$ cat src/sv/mlpq_pkg.sv
// Shared types and codes for the multilevel priority queue.
package mlpq_pkg;

    localparam logic CMD_ENQUEUE = 1'b0;
    localparam logic CMD_DEQUEUE = 1'b1;

    localparam logic [2:0] ST_ENQUEUED = 3'd0;
    localparam logic [2:0] ST_DEQUEUED = 3'd1;
    localparam logic [2:0] ST_INVALID  = 3'd2;
    localparam logic [2:0] ST_OVERFLOW = 3'd3;
    localparam logic [2:0] ST_EMPTY    = 3'd4;

    typedef struct packed {
        logic               cmd;
        logic signed [31:0] value;
        logic [7:0]         priority_req;
    } req_t;

    typedef struct packed {
        logic signed [31:0] data;
        logic [2:0]         status;
    } rsp_t;

    typedef enum logic [1:0] {
        S_IDLE,
        S_EXEC,
        S_DATA
    } state_t;

    typedef struct packed {
        logic accept;
        logic execute;
        logic deliver;
    } ctrl_cmd_t;

    typedef struct packed {
        logic out_free;
        logic deq_hit;
    } ctrl_sts_t;

endpackage

$ cat src/sv/mlpq_ctrl.sv
// Sequencer for the multilevel priority queue: accept, execute, deliver read data.
module mlpq_ctrl (
    input  logic                clk,
    input  logic                rst_n,
    input  logic                req_valid,
    output logic                req_ready,
    input  mlpq_pkg::ctrl_sts_t sts,
    output mlpq_pkg::ctrl_cmd_t cmd
);
    import mlpq_pkg::*;

    state_t state_reg;
    state_t state_next;

    always_ff @(posedge clk or negedge rst_n)
    begin
        if (!rst_n)
        begin
            state_reg <= S_IDLE;
        end
        else
        begin
            state_reg <= state_next;
        end
    end

    always_comb
    begin
        state_next  = state_reg;
        req_ready   = 1'b0;
        cmd         = '0;
        case (state_reg)
            S_IDLE:
            begin
                req_ready = 1'b1;
                if (req_valid)
                begin
                    cmd.accept = 1'b1;
                    state_next = S_EXEC;
                end
            end
            S_EXEC:
            begin
                // hold until the output register can take the result
                if (sts.out_free)
                begin
                    cmd.execute = 1'b1;
                    state_next  = sts.deq_hit ? S_DATA : S_IDLE;
                end
            end
            S_DATA:
            begin
                cmd.deliver = 1'b1;
                state_next  = S_IDLE;
            end
            default:
            begin
                state_next = S_IDLE;
            end
        endcase
    end

endmodule

$ cat src/sv/mlpq_dp.sv
// Datapath of the multilevel priority queue: level flags, pointer and entry memories.
module mlpq_dp #(
    parameter int LEVELS = 8,
    parameter int DEPTH  = 8
) (
    input  logic                clk,
    input  logic                rst_n,
    input  mlpq_pkg::req_t      req,
    output mlpq_pkg::rsp_t      rsp,
    output logic                rsp_valid,
    input  logic                rsp_ready,
    input  mlpq_pkg::ctrl_cmd_t cmd,
    output mlpq_pkg::ctrl_sts_t sts
);
    import mlpq_pkg::*;

    localparam int LW = $clog2(LEVELS);
    localparam int SW = $clog2(DEPTH);
    localparam int AW = $clog2(LEVELS * DEPTH);

    function automatic logic [SW-1:0] next_slot(input logic [SW-1:0] slot);
        logic [SW-1:0] res;
        if (slot == SW'(DEPTH - 1))
        begin
            res = '0;
        end
        else
        begin
            res = slot + SW'(1);
        end
        return res;
    endfunction

    // level flags and captured request
    logic [LEVELS-1:0] nonempty_reg;
    logic [LEVELS-1:0] nonempty_next;
    logic              req_deq_reg;
    logic              req_bad_reg;
    logic [31:0]       req_value_reg;
    logic [LW-1:0]     lvl_reg;

    // pointer memory: {head, tail} per level
    logic [2*SW-1:0]   ptr_mem [LEVELS];
    logic [2*SW-1:0]   ptr_rd_reg;
    logic              ptr_we;
    logic [2*SW-1:0]   ptr_wdata;

    // entry memory
    logic [31:0]       entry_mem [LEVELS*DEPTH];
    logic [31:0]       entry_rd_reg;
    logic              entry_we;
    logic              entry_re;
    logic [SW-1:0]     entry_slot;
    logic [AW-1:0]     entry_addr;

    logic              out_valid_reg;
    logic signed [31:0] out_data_reg;
    logic [2:0]        out_status_reg;
    logic              out_load;
    logic signed [31:0] out_data_next;
    logic [2:0]        out_status_next;

    logic [LW-1:0]     pick_lvl;
    logic [LW-1:0]     lvl_sel;
    logic              bad_sel;
    logic [SW-1:0]     head;
    logic [SW-1:0]     tail;
    logic [SW-1:0]     tail_nx;
    logic              lvl_ne;

    // highest non-empty level
    always_comb
    begin
        pick_lvl = '0;
        for (int i = 0; i < LEVELS; i++)
        begin
            if (nonempty_reg[i])
            begin
                pick_lvl = LW'(i);
            end
        end
    end

    always_comb
    begin
        if (req.cmd == CMD_DEQUEUE)
        begin
            lvl_sel = pick_lvl;
            bad_sel = ~|nonempty_reg;
        end
        else
        begin
            lvl_sel = req.priority_req[LW-1:0];
            bad_sel = (int'(req.priority_req) >= LEVELS);
        end
    end

    always_ff @(posedge clk)
    begin
        if (cmd.accept)
        begin
            req_deq_reg   <= (req.cmd == CMD_DEQUEUE);
            req_bad_reg   <= bad_sel;
            req_value_reg <= req.value;
            lvl_reg       <= lvl_sel;
            ptr_rd_reg    <= ptr_mem[lvl_sel];
        end
        if (ptr_we)
        begin
            ptr_mem[lvl_reg] <= ptr_wdata;
        end
    end

    assign head    = ptr_rd_reg[2*SW-1:SW];
    assign tail    = ptr_rd_reg[SW-1:0];
    assign tail_nx = next_slot(tail);
    assign lvl_ne  = nonempty_reg[lvl_reg];

    always_comb
    begin
        nonempty_next   = nonempty_reg;
        ptr_we          = 1'b0;
        ptr_wdata       = ptr_rd_reg;
        entry_we        = 1'b0;
        entry_re        = 1'b0;
        entry_slot      = '0;
        out_load        = 1'b0;
        out_data_next   = '0;
        out_status_next = ST_ENQUEUED;
        if (cmd.execute)
        begin
            if (!req_deq_reg)
            begin
                out_load = 1'b1;
                if (req_bad_reg)
                begin
                    out_status_next = ST_INVALID;
                end
                else if (!lvl_ne)
                begin
                    // restart an empty level at slot zero
                    nonempty_next[lvl_reg] = 1'b1;
                    ptr_we     = 1'b1;
                    ptr_wdata  = '0;
                    entry_we   = 1'b1;
                    entry_slot = '0;
                end
                else if (tail_nx == head)
                begin
                    out_status_next = ST_OVERFLOW;
                end
                else
                begin
                    ptr_we     = 1'b1;
                    ptr_wdata  = {head, tail_nx};
                    entry_we   = 1'b1;
                    entry_slot = tail_nx;
                end
            end
            else if (req_bad_reg)
            begin
                out_load        = 1'b1;
                out_data_next   = '1;
                out_status_next = ST_EMPTY;
            end
            else
            begin
                entry_re   = 1'b1;
                entry_slot = head;
                ptr_we     = 1'b1;
                if (head == tail)
                begin
                    nonempty_next[lvl_reg] = 1'b0;
                    ptr_wdata = '0;
                end
                else
                begin
                    ptr_wdata = {next_slot(head), tail};
                end
            end
        end
        else if (cmd.deliver)
        begin
            out_load        = 1'b1;
            out_data_next   = entry_rd_reg;
            out_status_next = ST_DEQUEUED;
        end
    end

    assign entry_addr = AW'(lvl_reg) * AW'(DEPTH) + AW'(entry_slot);

    always_ff @(posedge clk)
    begin
        if (entry_we)
        begin
            entry_mem[entry_addr] <= req_value_reg;
        end
        if (entry_re)
        begin
            entry_rd_reg <= entry_mem[entry_addr];
        end
    end

    always_ff @(posedge clk or negedge rst_n)
    begin
        if (!rst_n)
        begin
            nonempty_reg  <= '0;
            out_valid_reg <= 1'b0;
        end
        else
        begin
            nonempty_reg <= nonempty_next;
            if (out_load)
            begin
                out_valid_reg <= 1'b1;
            end
            else if (rsp_ready)
            begin
                out_valid_reg <= 1'b0;
            end
        end
    end

    always_ff @(posedge clk)
    begin
        if (out_load)
        begin
            out_data_reg   <= out_data_next;
            out_status_reg <= out_status_next;
        end
    end

    assign rsp_valid    = out_valid_reg;
    assign rsp.data     = out_data_reg;
    assign rsp.status   = out_status_reg;
    assign sts.out_free = !out_valid_reg || rsp_ready;
    assign sts.deq_hit  = req_deq_reg && !req_bad_reg;

    a_load_needs_room: assert property (@(posedge clk) disable iff (!rst_n)
        (cmd.execute || cmd.deliver) |-> (!out_valid_reg || rsp_ready))
        else $error("result loaded while output register still full");

    a_hit_then_deliver: assert property (@(posedge clk) disable iff (!rst_n)
        (cmd.execute && sts.deq_hit) |=> cmd.deliver)
        else $error("dequeue read not delivered in the following cycle");

    a_flags_only_on_execute: assert property (@(posedge clk) disable iff (!rst_n)
        !cmd.execute |=> $stable(nonempty_reg))
        else $error("level flags changed outside execute");

    a_pick_is_nonempty: assert property (@(posedge clk) disable iff (!rst_n)
        (cmd.execute && sts.deq_hit) |-> lvl_ne)
        else $error("dequeue picked an empty level");

endmodule

$ cat src/sv/multilevel_priority_queue_top.sv
// Top level of the multilevel priority queue: controller plus datapath.
//
// Use: one circular FIFO per priority level, higher level number wins.
// Request channel (req_valid/req_ready, payload req): cmd selects enqueue
// of value at level priority_req, or dequeue of the head of the highest
// non-empty level. Response channel (rsp_valid/rsp_ready, payload rsp):
// exactly one transaction per request, carrying data and status
// (enqueued, dequeued, invalid level, overflow, or empty with data -1).
// The response of an enqueue, an invalid level or an empty dequeue is
// loaded into the output register by the execute step; a dequeue that hits
// adds a deliver step, as the read of the entry memory is registered. Each
// request passes accept and execute, and deliver for a dequeue that hits, on
// one sequencer, so no new request is taken before the last one is through.
// The block accepts a new request while the previous response waits in
// the output register; when the receiver stalls, the next request holds in
// its execute step until the output register frees up.
// Reset clears every level flag, so all levels are empty, and drops any
// pending response. No clearing pass is needed: pointer and entry memory
// contents are only used for levels whose flag is set.
module multilevel_priority_queue_top #(
    parameter int LEVELS = 8,
    parameter int DEPTH  = 8
) (
    input  logic           clk,
    input  logic           rst_n,
    input  logic           req_valid,
    output logic           req_ready,
    input  mlpq_pkg::req_t req,
    output logic           rsp_valid,
    input  logic           rsp_ready,
    output mlpq_pkg::rsp_t rsp
);
    import mlpq_pkg::*;

    ctrl_cmd_t cmd;
    ctrl_sts_t sts;

    // sequence each transaction: accept, execute, deliver
    mlpq_ctrl u_ctrl (
        .clk       (clk),
        .rst_n     (rst_n),
        .req_valid (req_valid),
        .req_ready (req_ready),
        .sts       (sts),
        .cmd       (cmd)
    );

    // level flags, pointers, entries and the output register
    mlpq_dp #(
        .LEVELS (LEVELS),
        .DEPTH  (DEPTH)
    ) u_dp (
        .clk       (clk),
        .rst_n     (rst_n),
        .req       (req),
        .rsp       (rsp),
        .rsp_valid (rsp_valid),
        .rsp_ready (rsp_ready),
        .cmd       (cmd),
        .sts       (sts)
    );

endmodule

$ cat config.mk
export PLATFORM = sky130hd
export DESIGN_NAME = multilevel_priority_queue_top
export DESIGN_NICKNAME = d
export VERILOG_FILES = /design/src/sv/mlpq_pkg.sv /design/src/sv/mlpq_ctrl.sv /design/src/sv/mlpq_dp.sv /design/src/sv/multilevel_priority_queue_top.sv
export SDC_FILE = /design/constraint.sdc
export NUM_CORES = 2
export LEC_CHECK = 0
export ABC_AREA = 1
export BUFFER_PORTS_ARGS = -buffer_cell sky130_fd_sc_hd__buf_2
export CORE_MARGIN = 5
export CORE_UTILIZATION = 50
export DETAILED_ROUTE_END_ITERATION = 12
export PLACE_DENSITY = 0.65
export SYNTH_ARGS = -nofsm -noshare
export SYNTH_HDL_FRONTEND = slang
export SYNTH_SLANG_ARGS = --single-unit
$ cat constraint.sdc
create_clock -name clk -period 5.7 [get_ports clk]
set_input_delay 0.57 -clock clk [delete_from_list [all_inputs] [get_ports clk]]
set_output_delay 0.57 -clock clk [all_outputs]
set_load 0.1 [all_outputs]
==> results by group <==
Run status
  • Run status: finished, final reports clean

Clock network
  • TritonCTS buffer count: 221
  • Worst-Skew Late Latency: 0.90 ns
  • Post-CTS setup repair buffer count: 0
  • CTS max path bufs: 3
  • # clock sinks: 2217
  • Clock tree root driver cell: clkbuf_16
  • CTS clk-pin slew, worst paths: 0.06 ns
  • # resized after CTS: 0
  • CTS tree: yes
  • H-tree levels: 4

Critical path
  • Max FO, Critical Path: 72
  • Delay-heaviest family, CP: buffers and inverters
  • CP endpoint kind: flop
  • Reg2Reg Depth: 17
  • Worst r2r dst: u_dp.entry_mem[49][12]
  • Worst reg-to-reg setup slack: 0.85 ns
  • Critical path launch point type: flop
  • R2r startpoint: u_dp.ptr_rd_reg[0]
  • WP data required: 6.19 ns
  • Crit path cell chain: ha_1 > ha_1 > inv_1 > nand2_1 > nand2_1 > nor2_1 > nand2_1 > nand2_1 > inv_1 > nand4_1 > o21ai_4 > inv_8 > buf_4 > nand3_1 > buf_4 > nor2_4 > buf_4
  • Kind of critical path: reg -> reg
  • Crit path DAT: 5.34 ns
  • Crit path top cell by count: nand2_1
  • Critical path depth: 17
  • Buf/Inv on CP: 6
  • CP max-delay cell: buf_4
  • Max stage delay on crit path: 0.70 ns

Drt
  • Max Used Layer: met5
  • DRC violation count after routing: 0
  • Routed via count: 67.2k
  • 1st-iter DRT viols: 9505
  • Final ANT Viol Nets: 0
  • Met3 wire length: 32300 µm
  • Vias per std cell: 5.73
  • Average wire per standard cell: 24.7 µm
  • Met2 WL post-DR: 131000 µm
  • DR pass1 iterations: 8
  • Wl on met1: 111000 µm
  • Routed WL: 290000 µm

Pwr
  • Leak Pwr: 42.0 nW
  • Switching share of power: 29.9%
  • NetSw: 11.8 mW
  • Clock network fraction of design power: 35.2%
  • Combinational fraction of design power: 17.1%
  • PD cells: 377 nW/µm²
  • Pint: 27.7 mW
  • Worst IR Drop VDD: 0.000582 V
  • Sequential power share: 47.7%

Cells and area
  • Biggest register: u_dp.entry_mem
  • Nets: 9097
  • Final core occ: 55.9%
  • Max reg flops: 2048
  • Top flop regs: u_dp.entry_mem x2048, u_dp.ptr_mem x48
  • Layout area overhead: 11.4%
  • Layout cells sized above 1: 7.33%

Timing
  • Final Max Slew Viols: 0
  • Fin Setup TNS: 0 ns
  • Max Fclk: 0.206 GHz
  • Final min period: 4.85 ns
  • Slew HR: 4.49%
  • Least-Margin Pin Slew: 1.43 ns
  • Fin crit share: 85.0%
  • RSZ-0062 raised after global routing: false
  • Final setup fails: 0
  • Clk_skew: 0.0505 ns
  • Final hold viol count: 0

Placed design
  • Port Buffers: 81
  • GPL Wtd Cong: 0.951
  • Hpwl dp: 161000 µm

Synth
  • Unique masters post-synth: 35
  • Mapped Cells: 9038
  • Synth Register Bits: 2217
  • Post-synthesis mux area share: 0%
  • Top_reg_cell synth: edfxtp_1
  • Post-synth EDFFs: 2206
  • Syn avg cell area: 10.4 µm²
  • Syn Nets: 9087
  • Largest family of logic cells by synthesized area: simple AND/OR/NAND/NOR gates
  • Yosys top cell by area: edfxtp_1
  • Yosys warnings: 0
  • XOR/XNOR Fraction of Synth Area: 0.00930%
  • Top cells by area, synth: edfxtp_1 (70%), nand2_1 (20%), nand3_1 (5.4%), buf_2 (1.3%), nor2_1 (0.70%)
  • Post-synthesis sequential area ratio: 70.6%
  • Most frequent cells after synthesis: nand2_1 (4948), edfxtp_1 (2206), nand3_1 (1011)
  • Post-Synth Adder-Cell Area: 0.0531%
  • Asr flop ratio synth: 0.496%
  • Post-synthesis compound-gate area fraction: 0.423%
  • Most numerous cell in the Yosys netlist: nand2_1
  • Cell Area, Synth: 94200 µm²
  • Post-synthesis simple-gate area fraction: 25.9%
  • Top-area cell type share of the netlist area: 70.3%

GRT
  • Grt ovf: 0
  • Initial antenna violation count: 16
  • Vias in the first global route: 63.3k
  • Total track usage: 28.7%
  • First-pass GRT wire length: 423000 µm
  • Largest net degree at the start of global routing: 189

Floorplan
  • Die Y: 444 µm
  • Die footprint: 197000 µm²
  • Core area: 188000 µm²
  • # IOs: 82
  • Die X: 444 µm
  • FP Rows: 159
  • Starting density of the core: 50.2%

Min path
  • Worst min path class: in -> async

Job
  • Maxcap violations: 0
[kinds of logic (layout without fill, tap and decap cells)]
| logic type | Yosys count | after routing |
|---|---|---|
| AND/OR/NAND/NOR | 6154 | 6154 |
| flip-flops | 2217 | 2217 |
| buffers and inverters | 591 | 783 |
| AO/OA/AOI/OAI | 71 | 71 |
| adder cells (fa/ha/maj) | 4 | 4 |
| XOR/XNOR | 1 | 1 |
| other | 0 | 2 |
[final cells by class]
class | instances | area (µm²)
Antenna cell | 2 | 5.00
Clock buffer | 282 | 5760
Clock inverter | 123 | 1110
Fill cell | 15619 | 82700
Inverter | 46 | 180
Multi-Input combinational cell | 6230 | 25400
Sequential cell | 2217 | 66500
Tap cell | 2495 | 3120
Timing Repair Buffer | 332 | 2770
[what timing repair did]
item,CTS,global route
endpoints found under the hold margin,47,0
setup endpoints to repair,0,0
hold buffers,36,0
[worst reg2reg max path: stages (launching register included)]
cell and delay (ns):
edfxtp_1 0.45, ha_1 0.23, ha_1 0.31, inv_1 0.05, nand2_1 0.06, nand2_1 0.07
nor2_1 0.11, nand2_1 0.12, nand2_1 0.11, inv_1 0.05, nand4_1 0.16, o21ai_4 0.16
inv_8 0.44, buf_4 0.78, nand3_1 0.42, buf_4 0.32, nor2_4 0.12, buf_4 0.47
[metal layers]
metal / vias up / GRT usage (%)
met5: - / 0
met4: 2 / 14.4
met3: 617 / 6.40
met2: 3877 / 43.7
met1: 32534 / 39.2
li1: 30195 / -
[worst max path at each step]
| stage | slack [ns] | to | start |
|---|---|---|---|
| 2_1_floorplan | 1.28 | u_dp.entry_mem[11][0] | u_dp.rsp_valid |
| 3_3_place_gp | 0.91 | u_dp.entry_mem[25][16] | u_dp.ptr_rd_reg[0] |
| 3_5_place_dp | 1.03 | u_dp.entry_mem[25][16] | u_dp.ptr_rd_reg[0] |
| 4_1_cts | 1.00 | u_dp.entry_mem[25][6] | u_dp.ptr_rd_reg[0] |
| 5_1_grt | 0.64 | u_dp.entry_rd_reg[30] | u_dp.ptr_rd_reg[0] |
| 6_report | 0.85 | u_dp.entry_mem[49][12] | u_dp.ptr_rd_reg[0] |
[layout by cell type (no fill, tap or decap), drive strengths merged, types with 2 or more instances in the layout]
master,instances
nor2,179
buf,296
nor3,6
clkinvlp,3
edfxtp,2206
dlygate4sd3,36
ha,4
clkinv,109
bufinv,10
clkbuf,282
o22ai,15
nand4,4
o21ai,47
nand2,4950
diode,2
dfrtp,11
a21oi,5
inv,47
nand3,1011
[metrics by stage]
| stage | instance area, µm² | hold WS [ns] | power [mW] | cells | setup WS (ns) |
|---|---|---|---|---|---|
| floorplan | 94200 | 0.274 | 23.2 | 9038 | 1.28 |
| global placement | 97700 | 0.442 | 25.8 | 11284 | 0.908 |
| detailed placement | 97700 | 0.450 | 25.8 | 11284 | 1.03 |
| CTS | 105000 | 0.0496 | 39.6 | 11725 | 1.00 |
| global route | 105000 | 0.106 | 40.9 | 11725 | 0.639 |
| finish | 105000 | 0.0984 | 39.6 | 11727 | 0.853 |
[power groups by stage]
stage / clock network [mW] / registers, mW / logic, mW
finish: 13.9 / 18.9 / 6.77
global route: 14.7 / 18.9 / 7.24
CTS: 14.0 / 18.9 / 6.65
detailed placement: 0 / 19.2 / 6.60
global placement: 0 / 19.2 / 6.57
floorplan: 0 / 19.9 / 3.30
Power figures use the tool's default switching activity.
